[src/rtl/grd_pkg.sv]
// ============================================================================
// grd_pkg: shared types and constants for the grid ray caster
// Item command codes, config indices, distance limit, queue entry layout and
// walker state encoding.
package grd_pkg;

    localparam logic CMD_WRITE = 1'b0;
    localparam logic CMD_CAST  = 1'b1;

    localparam int CFG_COLS = 0;
    localparam int CFG_ROWS = 1;

    localparam logic [16:0] DIST_MAX = 17'h1FFFF;

    // One queued item between the front and the back part
    typedef struct packed {
        logic        cmd;
        logic [5:0]  cell_col;
        logic [5:0]  cell_row;
        logic        cell_is_wall;
        logic [15:0] view_x;
        logic [15:0] view_y;
        logic [1:0]  quadrant;
        logic [15:0] slope;
    } item_t;

    typedef enum logic [3:0] {
        ST_CLEAR,
        ST_IDLE,
        ST_DIV,
        ST_VSETUP,
        ST_HSETUP,
        ST_PROBE,
        ST_READ,
        ST_CHECK,
        ST_SQ,
        ST_SQRT,
        ST_DONE
    } state_t;

endpackage

[src/rtl/grd_front.sv]
// ============================================================================
// grd_front: item intake and two-entry queue
// Captures each started item and hands it to the back part in order.
// ============================================================================
module grd_front
    import grd_pkg::*;
(
    input  logic  clk,
    input  logic  rst_n,
    input  logic  push,
    input  item_t push_item,
    output logic  full,
    output logic  avail,
    input  logic  pop,
    output item_t head
);

    item_t      slot_reg [2];
    logic [1:0] cnt_reg, cnt_next;
    logic       rd_reg, wr_reg;

    assign full  = (cnt_reg == 2'd2);
    assign avail = (cnt_reg != 2'd0);
    assign head  = slot_reg[rd_reg];

    // occupancy count
    always_comb
    begin
        cnt_next = cnt_reg + {1'b0, push} - {1'b0, pop};
    end

    always_ff @(posedge clk or negedge rst_n)
    begin
        if (!rst_n)
        begin
            cnt_reg <= '0;
            rd_reg  <= 1'b0;
            wr_reg  <= 1'b0;
        end
        else
        begin
            cnt_reg <= cnt_next;
            if (push) wr_reg <= ~wr_reg;
            if (pop)  rd_reg <= ~rd_reg;
        end
    end

    always_ff @(posedge clk)
    begin
        if (push)
        begin
            slot_reg[wr_reg] <= push_item;
        end
    end

`ifndef SYNTH
    a_no_overflow: assert property (@(posedge clk) disable iff (!rst_n)
        full |-> !push) else $error("queue overflow");
    a_no_underflow: assert property (@(posedge clk) disable iff (!rst_n)
        !avail |-> !pop) else $error("queue underflow");
    a_cnt_range: assert property (@(posedge clk) disable iff (!rst_n)
        cnt_reg != 2'd3) else $error("bad count");
`endif

endmodule

[config.mk]
export PLATFORM = sky130hd
export DESIGN_NAME = grd_front
export DESIGN_NICKNAME = d
export VERILOG_FILES = /design/src/rtl/grd_pkg.sv /design/src/rtl/grd_front.sv
export SDC_FILE = /design/constraint.sdc
export NUM_CORES = 1
export LEC_CHECK = 0
export BUFFER_PORTS_ARGS = -buffer_cell sky130_fd_sc_hd__buf_2
export CAP_MARGIN = 0
export CORE_ASPECT_RATIO = 1.1
export CORE_MARGIN = 10
export CORE_UTILIZATION = 40
export DETAILED_ROUTE_END_ITERATION = 16
export MAX_ROUTING_LAYER = met4
export PLACE_DENSITY_LB_ADDON = 0.05
export SYNTH_ARGS = -nofsm -noshare
export SYNTH_HDL_FRONTEND = slang
export SYNTH_SLANG_ARGS = --single-unit
[constraint.sdc]
create_clock -name clk -period 6 [get_ports clk]
set_input_delay 0 -clock clk [delete_from_list [all_inputs] [get_ports clk]]
set_output_delay 0 -clock clk [all_outputs]
set_load 0.01 [all_outputs]
==> metrics.txt <==
# TYPE chip_impl_metric gauge
chip_impl_metric{name="worst_ir_drop_vdd",unit="mV"} 0.314
chip_impl_metric{name="areaGrowthSynthToFinish",unit="%"} 41.3
chip_impl_metric{name="post-route-period-util",unit="%"} 37.7
chip_impl_metric{name="setup-tns-final",unit="ns"} 0
chip_impl_metric{name="grt_util_all_layers",unit="%"} 12.4
chip_impl_metric{name="postSynth.asyncResetShare",unit="%"} 3.03
chip_impl_metric{name="synth-edff-count",unit=""} 128
chip_impl_metric{name="antenna_found_initial",unit=""} 0
chip_impl_metric{name="synth-warning-count",unit=""} 0
chip_impl_metric{name="final.setup.worst_slack",unit="ns"} 3.74
chip_impl_metric{name="worst_clock_skew",unit="ns"} 0.00661
chip_impl_metric{name="syn-cell-area",unit="mm²"} 0.00502
chip_impl_metric{name="worstPathArrival",unit="ns"} 2.26
chip_impl_metric{name="instances_no_fill",unit=""} 597
chip_impl_metric{name="met3_resource_use_gr",unit="%"} 4.46
chip_impl_metric{name="max_cap_viol_count",unit=""} 0
chip_impl_metric{name="number_of_flip_flops_in_the_largest_register",unit=""} 128
chip_impl_info{name="synth_top_flop_cell",value="sky130_fd_sc_hd__edfxtp_1"} 1
chip_impl_info{name="crit_chain",value="buf_4, mux2_2, buf_2"} 1
chip_impl_metric{name="routed_via_density",unit=""} 4.49
chip_impl_metric{name="clk_latency",unit="ns"} 0.40
chip_impl_metric{name="finalCoreUtilization",unit="%"} 58.2
chip_impl_metric{name="dp.final_hpwl",unit="µm"} 6540
chip_impl_metric{name="post-synth-top-area-fraction",unit="%"} 76.5
chip_impl_info{name="worst_hold_path_type",value="in2reg"} 1
chip_impl_metric{name="dp_cells",unit=""} 497
chip_impl_metric{name="dr_total_vias",unit=""} 2679
chip_impl_metric{name="achievable-frequency",unit="MHz"} 442
chip_impl_metric{name="diodes",unit=""} 0
chip_impl_metric{name="avgRoutedWirePerCell",unit="µm"} 17.5
chip_impl_metric{name="placement.io_buffers",unit=""} 133
chip_impl_info{name="yosys-top-cells-area",value="sky130_fd_sc_hd__edfxtp_1 (77%), sky130_fd_sc_hd__mux2_4 (15%), sky130_fd_sc_hd__mux2_2 (3.1%)"} 1
chip_impl_metric{name="pre_cts_slack",unit="ns"} 4.11
chip_impl_metric{name="drt_pass1_iterations",unit=""} 4
chip_impl_metric{name="share_of_cells_above_drive_strength_1",unit="%"} 53.3
chip_impl_metric{name="multiInputGateArea",unit="mm²"} 0.00101
chip_impl_metric{name="synth_cell_type_count",unit=""} 13
chip_impl_metric{name="post_dp_cell_area",unit="mm²"} 0.00584
chip_impl_metric{name="m1_gr_usage",unit="%"} 14.5
chip_impl_metric{name="core.rowCount",unit=""} 42
chip_impl_info{name="yosysMostFrequentCell",value="sky130_fd_sc_hd__edfxtp_1"} 1
chip_impl_metric{name="initial_utilization",unit="%"} 41.2
chip_impl_metric{name="grt_pass1_vias",unit=""} 2953
chip_impl_metric{name="register_area",unit="mm²"} 0.00395
chip_impl_metric{name="clock_sinks",unit=""} 132
chip_impl_info{name="tritoncts",value="done"} 1
chip_impl_metric{name="htree_levels",unit=""} 4
chip_impl_metric{name="postCtsSetupBuffers",unit=""} 0
chip_impl_metric{name="final.fill_count",unit=""} 949
chip_impl_metric{name="top_fanout_value_on_the_critical_path",unit=""} 64
chip_impl_metric{name="total_leakage_power",unit="nW"} 2.87
chip_impl_metric{name="synth_sequential_area_ratio",unit="%"} 78.5
chip_impl_metric{name="post_syn_nets",unit=""} 284
chip_impl_metric{name="globalRoute.totalOverflow",unit=""} 0
chip_impl_metric{name="final_nets",unit=""} 500
chip_impl_metric{name="tightest_slew_margin_relative_to_the_limit",unit="%"} 24.3
chip_impl_metric{name="drc_errors",unit=""} 0
chip_impl_metric{name="cts_buffers",unit=""} 17
chip_impl_metric{name="totalWireLength",unit="µm"} 10400
chip_impl_info{name="cell_type_with_the_largest_total_area_after_synthesis",value="sky130_fd_sc_hd__edfxtp_1"} 1
chip_impl_metric{name="post_synth_inst_count",unit=""} 214
chip_impl_info{name="unrepaired_setup_endpoints_after_global_routing",value="false"} 1
chip_impl_metric{name="max_slew.worst_pin.slew",unit="ns"} 1.14
chip_impl_info{name="timing_worst_setup_path_type",value="reg2out"} 1
chip_impl_metric{name="worst-endpoint-required",unit="ns"} 6.00
chip_impl_metric{name="drt-initial-drc-count",unit=""} 134
chip_impl_metric{name="finalMaxSlewViolations",unit=""} 0
chip_impl_metric{name="die_y",unit="µm"} 138
chip_impl_info{name="end_kind",value="primary output"} 1
chip_impl_info{name="critical_path.slowest_cell",value="sky130_fd_sc_hd__buf_4"} 1
chip_impl_info{name="root_buffer",value="sky130_fd_sc_hd__clkbuf_16"} 1
chip_impl_metric{name="die-area",unit="mm²"} 0.0174
chip_impl_metric{name="cts.clk_slew.worst_paths",unit="ns"} 0.06
chip_impl_info{name="outcome",value="completed"} 1
chip_impl_metric{name="grt_pass1_wl",unit="µm"} 16100
chip_impl_metric{name="synth.avg_cell_area",unit="µm²"} 23.5
chip_impl_metric{name="grt_start_max_net_pins",unit=""} 65
chip_impl_metric{name="stdcell_area",unit="mm²"} 0.00710
chip_impl_metric{name="coreArea",unit="mm²"} 0.0122
chip_impl_info{name="synth_top_cells_by_count",value="sky130_fd_sc_hd__edfxtp_1 (128), sky130_fd_sc_hd__mux2_4 (50), sky130_fd_sc_hd__mux2_2 (14), sky130_fd_sc_hd__buf_6 (6), sky130_fd_sc_hd__dfrtp_1 (4)"} 1
chip_impl_info{name="critical_path.startpoint_type",value="flop"} 1
chip_impl_metric{name="io-pin-count",unit=""} 134
chip_impl_info{name="grt.busiest_layer",value="met2"} 1
chip_impl_metric{name="floorplan.die.width",unit="µm"} 127
chip_impl_metric{name="power.density",unit="mW/mm²"} 455
chip_impl_metric{name="grt_use_met2",unit="%"} 19.2
chip_impl_metric{name="drtAntennaViolNets",unit=""} 0
chip_impl_metric{name="cp_slowest_stage_delay",unit="ns"} 0.84
chip_impl_metric{name="postSynthRegisterBits",unit=""} 132
chip_impl_metric{name="report.final.setup_viol",unit=""} 0
chip_impl_metric{name="routability_cong",unit=""} 0.746
chip_impl_metric{name="layout_min_cycle_time",unit="ns"} 2.26
chip_impl_metric{name="clock_tree.buffer_depth",unit=""} 2
chip_impl_metric{name="finalHoldViolCount",unit=""} 0
per-layer routing:
| layer | wire length, µm | vias up |
|---|---|---|
| met2 | 5060 | 90 |
| met3 | 619 | 4 |
| met1 | 4690 | 1302 |
| li1 | - | 1283 |
| met5 | 0 | - |
| met4 | 55 | 0 |
final cells by class:
| class | count | area share (%) |
|---|---|---|
| clock buffer | 17 | 5.99 |
| clock inverter | 15 | 2.11 |
| inverter | 2 | 0.106 |
| multi-input combinational | 73 | 14.2 |
| sequential | 132 | 55.6 |
| tap | 154 | 2.71 |
| timing repair buffer | 204 | 19.3 |
report_power, final:
part	switching [mW]	leakage, nW	internal (mW)	total [mW]
registers	0.0471	1.25	1.23	1.28
logic	0.470	1.35	0.495	0.965
clock network	0.406	0.269	0.580	0.987
worst paths after layout:
kind                          startpoint               to  slack, ns  depth (start not counted)
max reg2reg                       wr_reg  slot_reg[1][36]       4.16                          2
min in group asynchronous          rst_n           wr_reg       0.49                          3
max in group asynchronous          rst_n           rd_reg       5.32                          3
max                               rd_reg         head[59]       3.74                          3
min                        push_item[61]  slot_reg[1][61]       0.31                          2
min reg2reg                       rd_reg           rd_reg       0.51                          1
cells by family (layout without fill, tap and decap cells):
logic type    after synthesis  count (layout)  synth area share (%)
xor+xnor                    3               3                 0.822
flops                     132             132                  78.5
simple gates                4               4                 0.498
mux                        64              64                  18.1
fa+ha+maj                   2               2                 0.498
buf+inv                     9             238                  1.59
stage by stage:
step                total power [mW]  hold WS (ns)
floorplan                       1.95        -0.296
global placement                2.25        -0.182
detailed placement              2.26        -0.186
CTS                             3.28         0.292
global route                    3.40         0.305
finish                          3.23         0.314
placed cells by master (no fill, tap or decap), types with 3 or more instances in the layout:
cell type                       synthesis  routed
sky130_fd_sc_hd__mux2_2                14      14
sky130_fd_sc_hd__clkinv_4               0       5
sky130_fd_sc_hd__clkbuf_16              0      17
sky130_fd_sc_hd__edfxtp_1             128     128
sky130_fd_sc_hd__buf_4                  0       3
sky130_fd_sc_hd__dlygate4sd3_1          0      68
sky130_fd_sc_hd__mux2_4                50      50
sky130_fd_sc_hd__inv_6                  0       4
sky130_fd_sc_hd__clkinvlp_4             0       4
sky130_fd_sc_hd__buf_2                  1     133
sky130_fd_sc_hd__dfrtp_1                4       3
timing repair:
item | CTS | global route
gates resized for setup | 0 | 0
hold buffers | 68 | 0
endpoints found under the hold margin | 135 | 0
worst max-delay path, delay by kind of cell (launching register included):
kind / cells / cell delay [ns]
buffers and inverters: 2 / 0.99
multiplexers: 1 / 0.44
flip-flops: 1 / 0.41
Note: power is estimated with default switching activity, not from simulation.
